### config.mk
export PLATFORM = sky130hd
export DESIGN_NAME = lsac_fit
export DESIGN_NICKNAME = d
export VERILOG_FILES = /design/src/hdl/lsac_pkg.sv /design/src/hdl/lsac_fit.sv
export SDC_FILE = /design/constraint.sdc
export NUM_CORES = 1
export LEC_CHECK = 0
export BUFFER_PORTS_ARGS = -buffer_cell sky130_fd_sc_hd__buf_4
export CAP_MARGIN = 30
export CORE_ASPECT_RATIO = 1.5
export CORE_MARGIN = 10
export CORE_UTILIZATION = 63
export CTS_BUF_LIST = sky130_fd_sc_hd__clkbuf_8
export DETAILED_ROUTE_END_ITERATION = 8
export PLACE_DENSITY = 0.82
export SYNTH_ARGS = -nofsm -noshare
export SYNTH_HDL_FRONTEND = slang
export SYNTH_SLANG_ARGS = --single-unit
### constraint.sdc
create_clock -name clk -period 8.2 [get_ports clk]
set_input_delay 0.41 -clock clk [delete_from_list [all_inputs] [get_ports clk]]
set_output_delay 0.41 -clock clk [all_outputs]
set_load 0.02 [all_outputs]
### src/hdl/lsac_pkg.sv
`timescale 1ns / 1ps
`default_nettype none
// ----------------------------------------------------------------------------
// lsac_pkg
// Shared constants, types and helpers of the letterbox scaler / compositor.
// ----------------------------------------------------------------------------
package lsac_pkg;

    localparam int MAX_SRC_W   = 256;
    localparam int MAX_SRC_H   = 256;
    localparam int MAX_DST_DIM = 1024;

    // fixed field widths
    localparam int SW_W   = 9;
    localparam int DW_W   = 11;
    localparam int CRD_W  = 10;
    localparam int PIX_W  = 32;
    localparam int IDX_W  = 3;
    localparam int CFG_W  = 32;

    // store geometry
    localparam int CXW    = $clog2(MAX_SRC_W);
    localparam int CYW    = $clog2(MAX_SRC_H);
    localparam int AW     = CXW + CYW;

    // per-item divider: numerator is offset coordinate times source size
    localparam int QW     = CXW > CYW ? CXW : CYW;
    localparam int NUM_W  = CRD_W + SW_W;

    // fit divider: numerator is destination size times source size
    localparam int FNUM_W = DW_W + SW_W;
    localparam int FCNT_W = $clog2(FNUM_W + 1);

    // register indexes
    localparam logic [IDX_W-1:0] REG_SRC_W  = 3'd0;
    localparam logic [IDX_W-1:0] REG_SRC_H  = 3'd1;
    localparam logic [IDX_W-1:0] REG_DST_W  = 3'd2;
    localparam logic [IDX_W-1:0] REG_DST_H  = 3'd3;
    localparam logic [IDX_W-1:0] REG_BG     = 3'd4;

    localparam logic [7:0]       ALPHA_FULL = 8'hff;
    localparam logic [16:0]      RECIP_255  = 17'h08081;

    typedef enum logic [1:0] {
        FIT_IDLE,
        FIT_SETUP,
        FIT_DIV,
        FIT_FIN
    } fit_state_t;

    // effective geometry handed to the render pipeline
    typedef struct packed {
        logic [SW_W-1:0]  sw;
        logic [SW_W-1:0]  sh;
        logic [DW_W-1:0]  dw;
        logic [DW_W-1:0]  dh;
        logic [DW_W-1:0]  fw;
        logic [DW_W-1:0]  fh;
        logic [CRD_W-1:0] ox;
        logic [CRD_W-1:0] oy;
        logic [PIX_W-1:0] bg;
    } geom_t;

    // item as it travels through the divider stages
    typedef struct packed {
        logic             vld;
        logic             req;
        logic [CRD_W-1:0] x;
        logic [CRD_W-1:0] y;
        logic [PIX_W-1:0] pix;
        logic             oob;
        logic             in_box;
        logic             ld_ok;
        logic [NUM_W-1:0] rx;
        logic [NUM_W-1:0] ry;
        logic [QW-1:0]    qx;
        logic [QW-1:0]    qy;
    } div_t;

    function automatic logic [SW_W-1:0] clamp_src(input logic [SW_W-1:0] v,
                                                  input int hi);
        logic [SW_W-1:0] r;
        r = v;
        if (v == '0)
            r = SW_W'(1);
        else if (32'(v) > hi)
            r = SW_W'(hi);
        return r;
    endfunction

    function automatic logic [DW_W-1:0] clamp_dst(input logic [DW_W-1:0] v);
        logic [DW_W-1:0] r;
        r = v;
        if (v == '0)
            r = DW_W'(1);
        else if (32'(v) > MAX_DST_DIM)
            r = DW_W'(MAX_DST_DIM);
        return r;
    endfunction

endpackage
`default_nettype wire

### src/hdl/lsac_fit.sv
`timescale 1ns / 1ps
`default_nettype none
// ----------------------------------------------------------------------------
// lsac_fit
// Configuration registers and the sequencer that recomputes the fitted
// area and its centring offsets with a bit-serial divider.
// ----------------------------------------------------------------------------
module lsac_fit
(
    input  wire logic                       clk,
    input  wire logic                       rst_n,
    input  wire logic                       cfg_we,
    input  wire logic [lsac_pkg::IDX_W-1:0] cfg_idx,
    input  wire logic [lsac_pkg::CFG_W-1:0] cfg_data,
    output lsac_pkg::geom_t                 geom,
    output logic                            busy
);
    import lsac_pkg::*;

    logic [SW_W-1:0]   sw_raw_reg, sh_raw_reg;
    logic [DW_W-1:0]   dw_raw_reg, dh_raw_reg;
    logic [PIX_W-1:0]  bg_reg;
    logic [DW_W-1:0]   fw_reg, fh_reg;
    logic [CRD_W-1:0]  ox_reg, oy_reg;
    fit_state_t        state_reg, state_next;
    logic              wide_reg;
    logic [FNUM_W-1:0] num_reg;
    logic [SW_W-1:0]   den_reg;
    logic [FNUM_W-1:0] quo_reg;
    logic [SW_W:0]     rem_reg;
    logic [FCNT_W-1:0] cnt_reg;

    logic [SW_W-1:0]   sw, sh;
    logic [DW_W-1:0]   dw, dh;
    logic [FNUM_W-1:0] prod_a, prod_b;
    logic [SW_W:0]     rem_shift;
    logic              rem_ge;
    logic [DW_W-1:0]   quo_cl;
    logic              div_last;

    assign sw = clamp_src(sw_raw_reg, MAX_SRC_W);
    assign sh = clamp_src(sh_raw_reg, MAX_SRC_H);
    assign dw = clamp_dst(dw_raw_reg);
    assign dh = clamp_dst(dh_raw_reg);

    // cross products for the aspect compare
    assign prod_a = FNUM_W'(sw) * FNUM_W'(dh);
    assign prod_b = FNUM_W'(sh) * FNUM_W'(dw);

    // one restoring division step
    assign rem_shift = {rem_reg[SW_W-1:0], num_reg[FNUM_W-1]};
    assign rem_ge    = rem_shift >= {1'b0, den_reg};
    assign div_last  = cnt_reg == FCNT_W'(FNUM_W - 1);

    // quotient clamped to at least one
    assign quo_cl = (quo_reg == '0) ? DW_W'(1) : quo_reg[DW_W-1:0];

    // register file
    always_ff @(posedge clk or negedge rst_n)
    begin
        if (!rst_n)
        begin
            sw_raw_reg <= SW_W'(256);
            sh_raw_reg <= SW_W'(256);
            dw_raw_reg <= DW_W'(256);
            dh_raw_reg <= DW_W'(256);
            bg_reg     <= '0;
        end
        else if (cfg_we)
        begin
            case (cfg_idx)
                REG_SRC_W: sw_raw_reg <= cfg_data[SW_W-1:0];
                REG_SRC_H: sh_raw_reg <= cfg_data[SW_W-1:0];
                REG_DST_W: dw_raw_reg <= cfg_data[DW_W-1:0];
                REG_DST_H: dh_raw_reg <= cfg_data[DW_W-1:0];
                REG_BG:    bg_reg     <= cfg_data[PIX_W-1:0];
                default:   ;
            endcase
        end
    end

    // next state
    always_comb
    begin
        state_next = state_reg;
        case (state_reg)
            FIT_IDLE:  state_next = FIT_IDLE;
            FIT_SETUP: state_next = FIT_DIV;
            FIT_DIV:   state_next = div_last ? FIT_FIN : FIT_DIV;
            FIT_FIN:   state_next = FIT_IDLE;
            default:   state_next = FIT_IDLE;
        endcase
        if (cfg_we)
            state_next = FIT_SETUP;
    end

    // outputs
    always_comb
    begin
        case (state_reg)
            FIT_IDLE: busy = 1'b0;
            default:  busy = 1'b1;
        endcase
        busy = busy | cfg_we;
    end

    always_ff @(posedge clk or negedge rst_n)
    begin
        if (!rst_n)
            state_reg <= FIT_IDLE;
        else
            state_reg <= state_next;
    end

    // divider and fit results
    always_ff @(posedge clk or negedge rst_n)
    begin
        if (!rst_n)
        begin
            fw_reg   <= DW_W'(256);
            fh_reg   <= DW_W'(256);
            ox_reg   <= '0;
            oy_reg   <= '0;
            wide_reg <= 1'b0;
            num_reg  <= '0;
            den_reg  <= '0;
            quo_reg  <= '0;
            rem_reg  <= '0;
            cnt_reg  <= '0;
        end
        else
        begin
            case (state_reg)
                FIT_SETUP:
                begin
                    wide_reg <= prod_a >= prod_b;
                    num_reg  <= (prod_a >= prod_b) ? FNUM_W'(dw) * FNUM_W'(sh)
                                                   : FNUM_W'(dh) * FNUM_W'(sw);
                    den_reg  <= (prod_a >= prod_b) ? sw : sh;
                    quo_reg  <= '0;
                    rem_reg  <= '0;
                    cnt_reg  <= '0;
                end
                FIT_DIV:
                begin
                    rem_reg <= rem_ge ? rem_shift - {1'b0, den_reg} : rem_shift;
                    quo_reg <= {quo_reg[FNUM_W-2:0], rem_ge};
                    num_reg <= {num_reg[FNUM_W-2:0], 1'b0};
                    cnt_reg <= cnt_reg + FCNT_W'(1);
                end
                FIT_FIN:
                begin
                    if (wide_reg)
                    begin
                        fw_reg <= dw;
                        fh_reg <= quo_cl;
                        ox_reg <= '0;
                        oy_reg <= CRD_W'((dh - quo_cl) >> 1);
                    end
                    else
                    begin
                        fw_reg <= quo_cl;
                        fh_reg <= dh;
                        ox_reg <= CRD_W'((dw - quo_cl) >> 1);
                        oy_reg <= '0;
                    end
                end
                default: ;
            endcase
        end
    end

    assign geom.sw = sw;
    assign geom.sh = sh;
    assign geom.dw = dw;
    assign geom.dh = dh;
    assign geom.fw = fw_reg;
    assign geom.fh = fh_reg;
    assign geom.ox = ox_reg;
    assign geom.oy = oy_reg;
    assign geom.bg = bg_reg;

endmodule
`default_nettype wire

==> impl_metrics.env, run 1 <==
export IMPL_track_usage=0.2800
export IMPL_drt_met1_wl_um=16260
export IMPL_first_iter_violations=947
export IMPL_grt_overflow_total=0
export IMPL_largest_reg_flops=32
export IMPL_placed_cells=2172
export IMPL_setup_tns_ns=0
export IMPL_cts_made_buffers=17
export IMPL_postSynth_asyncResetShare=1.000
export IMPL_post_cts_buffers=0
export IMPL_drc=0
export IMPL_final_common_cell="inv_1"
export IMPL_min_period_ns=7.839
export IMPL_seq_area_frac_synth=0.2869
export IMPL_setup_worst_path_start_class="flip-flop"
export IMPL_avgSynthCellArea_um2=9.123
export IMPL_first_pass_iters=5
export IMPL_worst_slew_pin_slew_ns=0.8138
export IMPL_routed_wl_met2_um=21940
export IMPL_critPathMaxFanout=19
export IMPL_yosys_warnings=0
export IMPL_die_w_um=149.0
export IMPL_syn_to_final_growth_pct=13.28
export IMPL_slew_violations=0
export IMPL_synthFlopType="dfrtp_1"
export IMPL_drive_above_1_share=0.1833
export IMPL_n_antenna_cell=0
export IMPL_fp_coreArea_mm2=0.02452
export IMPL_wl_met3_um=2927
export IMPL_synth_seq_cells=180
export IMPL_grt_max_degree=79
export IMPL_synth_top_cell_area_share=0.2768
export IMPL_synth_area_top_cells="dfrtp_1 28%, fa_1 16%, ha_1 10%"
export IMPL_cts_tree="built"
export IMPL_ys_types=65
export IMPL_mostFrequentLayoutCells="281 x inv_1, 193 x buf_4, 178 x nor2_1, 173 x dfrtp_1"
export IMPL_syn_area_mm2=0.01573
export IMPL_finalClockSkew_ns=0.01468
export IMPL_grt_pass1_vias=13440
export IMPL_required_ns=8.60
export IMPL_finalNetCount=2167
export IMPL_antenna_found_initial=0
export IMPL_crit_slowest_cell="fa_1"
export IMPL_insertion_delay_ns=0.48
export IMPL_max_stage_delay_ns=0.49
export IMPL_status="complete, no violations"
export IMPL_io_pins=153
export IMPL_clockRootBuffer="clkbuf_8"
export IMPL_setup_viol=0
export IMPL_rsz0062_at_grt="no"
export IMPL_relSlewSlack=0.4575
export IMPL_finalHoldViolCount=0
export IMPL_port_buffer_count=152
export IMPL_hpwl_um=35490
export IMPL_netlist_top_cell_by_area="dfrtp_1"
export IMPL_crit_type="flip-flop to flip-flop"
export IMPL_ant_nets=0
export IMPL_fmaxAchievable_mhz=127.6
export IMPL_synthesis_nets=2022
export IMPL_routed_wl_um=44080
export IMPL_routed_top_layer="met4"
export IMPL_synth_cells=1724
export IMPL_htreeDepth=4
export IMPL_clock_path_buffers=2
export IMPL_via_per_inst=5.813
export IMPL_n_fill_cell=1820
export IMPL_gp_congestion=0.9666
export IMPL_wire_per_inst_um=19.98
export IMPL_core_rowCount=70
export IMPL_die_y_um=213.5
export IMPL_cellPowerDensity_mw_per_mm2=325.6
export IMPL_synth_edf_count=0
export IMPL_fin_crit_sh=0.9560
export IMPL_crit_arrival_ns=8.24
export IMPL_p_leak_nw=9.153
export IMPL_drv_cap=0
export IMPL_layoutNonFillerInstCount=2206
export IMPL_endpoint_kind="flip-flop"
export IMPL_grt_first_pass_wirelength_um=70300
export IMPL_seq_area_mm2=0.004513
export IMPL_clk_pin_slew_ns=0.11
export IMPL_clkSinkCount=180
export IMPL_fp_dieArea_mm2=0.03182
export IMPL_via_count=12820
export IMPL_multiInputGateArea_mm2=0.009891
export IMPL_vdd_drop_max_v=0.0002124
export IMPL_hold_path_class="input pin to flip-flop"
export IMPL_initial_utilization=0.6414
## power breakdown
group	switching [mW]	leakage [nW]	internal [mW]
sequential	0.167	2.24	1.13
clock	0.378	0.213	0.295
combinational	2.28	6.70	1.55
total	2.83	9.15	2.97
## synthesized netlist by cell type, drive strengths merged (9+ instances only)
cell type,n
nor3,31
o21ai,69
mux2,88
clkbuf,61
nand2b,46
xor2,19
a21oi,89
nand3,35
nand2,128
a21o,22
xnor2,22
nor2,178
nor2b,12
o21a,14
nor4,12
buf,9
and2,28
o22ai,12
o2bb2ai,9
fa,129
ha,131
inv,282
mux2i,26
dfrtp,174
## metrics by stage
step	hold slack [ns]	worst slack, ns	power [mW]	area [um^2]	utilization
after CTS	0.1344	0.3964	5.800	17780	0.7251
after floorplan	0.1144	0.5424	3.897	15730	-
after global placement	0.3524	0.5246	4.963	17330	0.7068
final	0.1567	0.3609	5.802	17820	0.7266
after global routing	0.1358	0.01184	6.276	17820	0.7266
after detailed placement	0.3477	0.4171	5.102	17330	0.7068
## per-layer routing
| metal | vias to the layer above | track usage |
|---|---|---|
| li1 | 5891 | - |
| met1 | 6280 | 0.3180 |
| met2 | 513 | 0.4736 |
| met3 | 139 | 0.05529 |
| met4 | 0 | 0.1781 |
| met5 | - | 0 |
## layout make-up
cell class              instances  area share
clock buffers                  18     0.01390
repair buffers                196     0.08405
well taps                     324     0.02275
multi-input cells            1189      0.5551
flip-flops and latches        180      0.2533
inverters                     285     0.06025
clock inverters                14     0.01067
## what timing repair did
action / CTS / global route
endpoints found under the hold margin: 38 / 0
resized for setup: 0 / 3
endpoints found under the setup margin: 0 / 7
hold buffers: 1 / 0
## worst paths after layout
check                                                from                          to  slack, ns  cells after the start
worst min register to register      fh_reg[8]$_DFFE_PN1N_       fh_reg[8]$_DFFE_PN1N_       0.50                      2
min in group asynchronous                           rst_n      rem_reg[4]$_DFFE_PN0P_       0.40                      2
max in group asynchronous                           rst_n  dw_raw_reg[10]$_DFFE_PN0P_       6.56                      3
worst min-delay path                               cfg_we      state_reg[1]$_DFF_PN0_       0.16                      2
worst max register to register  dh_raw_reg[6]$_DFFE_PN0P_     num_reg[17]$_DFFE_PN0P_       0.36                     29
worst max-delay path            dh_raw_reg[6]$_DFFE_PN0P_     num_reg[17]$_DFFE_PN0P_       0.36                     29
## logic make-up (layout without fill, tap and decap cells)
logic type,Yosys count,count (layout),share of synthesized area
compound gates,271,271,0.1084
xor+xnor,41,41,0.02283
fa+ha+maj,260,260,0.2684
buf+inv,355,513,0.08528
flops,180,180,0.2869
mux,114,114,0.07955
simple gates,503,503,0.1487
## critical path, delay by kind of cell, from the launching register on
| family | cells | cell delay [ns] |
|---|---|---|
| and+or+nand+nor | 9 | 1.97 |
| muxes | 1 | 0.27 |
| adders and majority gates | 6 | 2.53 |
| DFF | 1 | 0.41 |
| buffers and inverters | 5 | 0.54 |
| AOI/OAI and AO/OA | 8 | 2.03 |
No activity file was read; power rests on OpenSTA's default activity.
==> run 2: changes to the inputs <==
- PLACE_DENSITY: 0.82 -> 0.93
==> run 2 against run 1 <==
Critical endpoint is now num_reg[2]$_DFFE_PN0P_. Cell count increased by 0.14%. Die area unchanged. Critical path type unchanged. Largest cell class unchanged. Sequential share of layout area shrank 0.066 points.
==> impl_metrics.env, run 2 (same netlist as run 1, synthesis figures left out) <==
export IMPL_status="complete, no violations"
export IMPL_grt_max_degree=81
export IMPL_p_sw_frac=0.4974
export IMPL_mostFrequentLayoutCells="282 x inv_1, 193 x buf_4, 178 x nor2_1, 174 x dfrtp_1"
export IMPL_critPathMaxFanout=12
export IMPL_via_per_inst=6.032
export IMPL_first_iter_violations=919
export IMPL_p_leak_nw=9.184
export IMPL_drv_cap=0
export IMPL_required_ns=8.59
export IMPL_rr_worst_depth=31
export IMPL_antenna_found_initial=0
export IMPL_power_switching_mw=2.974
export IMPL_port_buffer_count=152
export IMPL_hpwl_um=36970
export IMPL_ant_nets=0
export IMPL_startpoint="dw_raw_reg[6]$_DFFE_PN0P_"
export IMPL_cts_made_buffers=17
export IMPL_crit_type="flip-flop to flip-flop"
export IMPL_setup_tns_ns=0
export IMPL_io_pins=153
export IMPL_r2r_slack_ns=0.34
export IMPL_r2r_start="dw_raw_reg[6]$_DFFE_PN0P_"
export IMPL_drive_above_1_share=0.1841
export IMPL_clkSinkCount=180
export IMPL_grt_pass1_vias=14140
export IMPL_slew_violations=0
export IMPL_r2r_end="num_reg[2]$_DFFE_PN0P_"
export IMPL_drc=0
export IMPL_relSlewSlack=0.5151
export IMPL_rsz0062_at_grt="no"
export IMPL_initial_utilization=0.6414
export IMPL_crit_arrival_ns=8.25
export IMPL_power_internal_mw=3.005
export IMPL_combPwrFrac=0.666
export IMPL_fp_dieArea_mm2=0.03182
export IMPL_finalNetCount=2170
export IMPL_fmaxAchievable_mhz=127.2
export IMPL_grt_first_pass_wirelength_um=75380
export IMPL_clock_path_buffers=2
export IMPL_track_usage=0.3041
export IMPL_min_period_ns=7.860
export IMPL_hold_path_class="input pin to flip-flop"
export IMPL_fin_crit_sh=0.9585
export IMPL_via_count=13320
export IMPL_setup_worst_path_start_class="flip-flop"
export IMPL_finalClockSkew_ns=0.01764
export IMPL_clk_pin_slew_ns=0.11
export IMPL_largest_reg_flops=32
export IMPL_die_w_um=149.0
export IMPL_worst_slew_pin_slew_ns=0.7274
export IMPL_htreeDepth=4
export IMPL_syn_to_final_growth_pct=13.55
export IMPL_core_rowCount=70
export IMPL_wire_per_inst_um=21.67
export IMPL_finalHoldViolCount=0
export IMPL_n_antenna_cell=0
export IMPL_crit_slowest_cell="or4_4"
export IMPL_cts_tree="built"
export IMPL_clkPwrFrac=0.116
export IMPL_max_stage_delay_ns=0.54
export IMPL_vdd_drop_max_v=0.0002672
export IMPL_p_seq_frac=0.218
export IMPL_gp_congestion=0.9824
export IMPL_power_mw=5.979
export IMPL_grt_overflow_total=0
export IMPL_endpoint_kind="flip-flop"
export IMPL_die_y_um=213.5
export IMPL_cellPowerDensity_mw_per_mm2=334.8
export IMPL_crit_top_cell="inv_1"
export IMPL_insertion_delay_ns=0.51
export IMPL_final_common_cell="inv_1"
export IMPL_routed_wl_um=47860
export IMPL_clockRootBuffer="clkbuf_8"
export IMPL_crit_end="num_reg[2]$_DFFE_PN0P_"
export IMPL_first_pass_iters=5
export IMPL_setup_viol=0
export IMPL_fp_coreArea_mm2=0.02452
[run 2: power by group through the flow]
stage               sequential [mW]  clock (mW)  combinational (mW)
floorplan                      1.40           0                2.50
global placement               1.29           0                3.67
detailed placement             1.31           0                3.83
CTS                            1.30       0.694                3.88
global route                   1.33       0.728                4.34
finish                         1.30       0.695                3.98
[run 2: what timing repair did]
action / 4_1_cts / 5_1_grt
resized for setup: 0 / 4
setup buffers: 0 / 2
hold endpoints to repair: 46 / 0
endpoints found under the setup margin: 0 / 28
hold buffers: 1 / 0
[run 2: worst min-delay path by stage]
| stage | startpoint | cells past startpoint | to |
|---|---|---|---|
| 2_1_floorplan | rst_n | 0 | bg_reg[0]$_DFFE_PN0P_ |
| 3_3_place_gp | rst_n | 1 | rem_reg[6]$_DFFE_PN0P_ |
| 3_5_place_dp | rst_n | 1 | rem_reg[6]$_DFFE_PN0P_ |
| 4_1_cts | cfg_data[17] | 2 | bg_reg[17]$_DFFE_PN0P_ |
| 5_1_grt | cfg_data[13] | 2 | bg_reg[13]$_DFFE_PN0P_ |
| 6_report | cfg_data[17] | 2 | bg_reg[17]$_DFFE_PN0P_ |
[run 2: per-layer routing]
metal	routed length [um]	up-vias	GRT usage
li1	-	5912	-
met1	16910	6530	0.3242
met3	3444	189	0.06141
met4	3181	0	0.1893
met2	24320	693	0.5393
met5	0	-	0
[run 2: final cells by class]
class,instances,area [um^2]
Fill cell,1685,6664
Tap cell,324,405.4
Clock inverter,15,211.5
Multi-Input combinational cell,1189,9912
Timing Repair Buffer,199,1515
Clock buffer,17,234.0
Sequential cell,180,4512
Inverter,285,1070
[run 2: through the flow]
stage          cell area, um^2  cells  setup WS (ns)  hold WS (ns)    util
2_1_floorplan            15730   1724         0.5424        0.1144       -
3_3_place_gp             17320   2170         0.5932        0.3818  0.7062
3_5_place_dp             17330   2172         0.2953        0.3745  0.7066
4_1_cts                  17780   2205         0.1536        0.1197  0.7252
5_1_grt                  17860   2209       0.008865        0.1273  0.7283
6_report                 17860   2209         0.3399        0.1356  0.7283
[run 2: worst max-delay path, delay by kind of cell, from the launching register on]
family / cells / cell delay (ns)
AO/OA/AOI/OAI: 11 / 2.00
XOR/XNOR: 1 / 0.32
adder cells (fa/ha/maj): 6 / 2.32
buffers and inverters: 6 / 0.72
flip-flops: 1 / 0.43
multiplexers: 2 / 0.51
AND/OR/NAND/NOR: 5 / 1.43
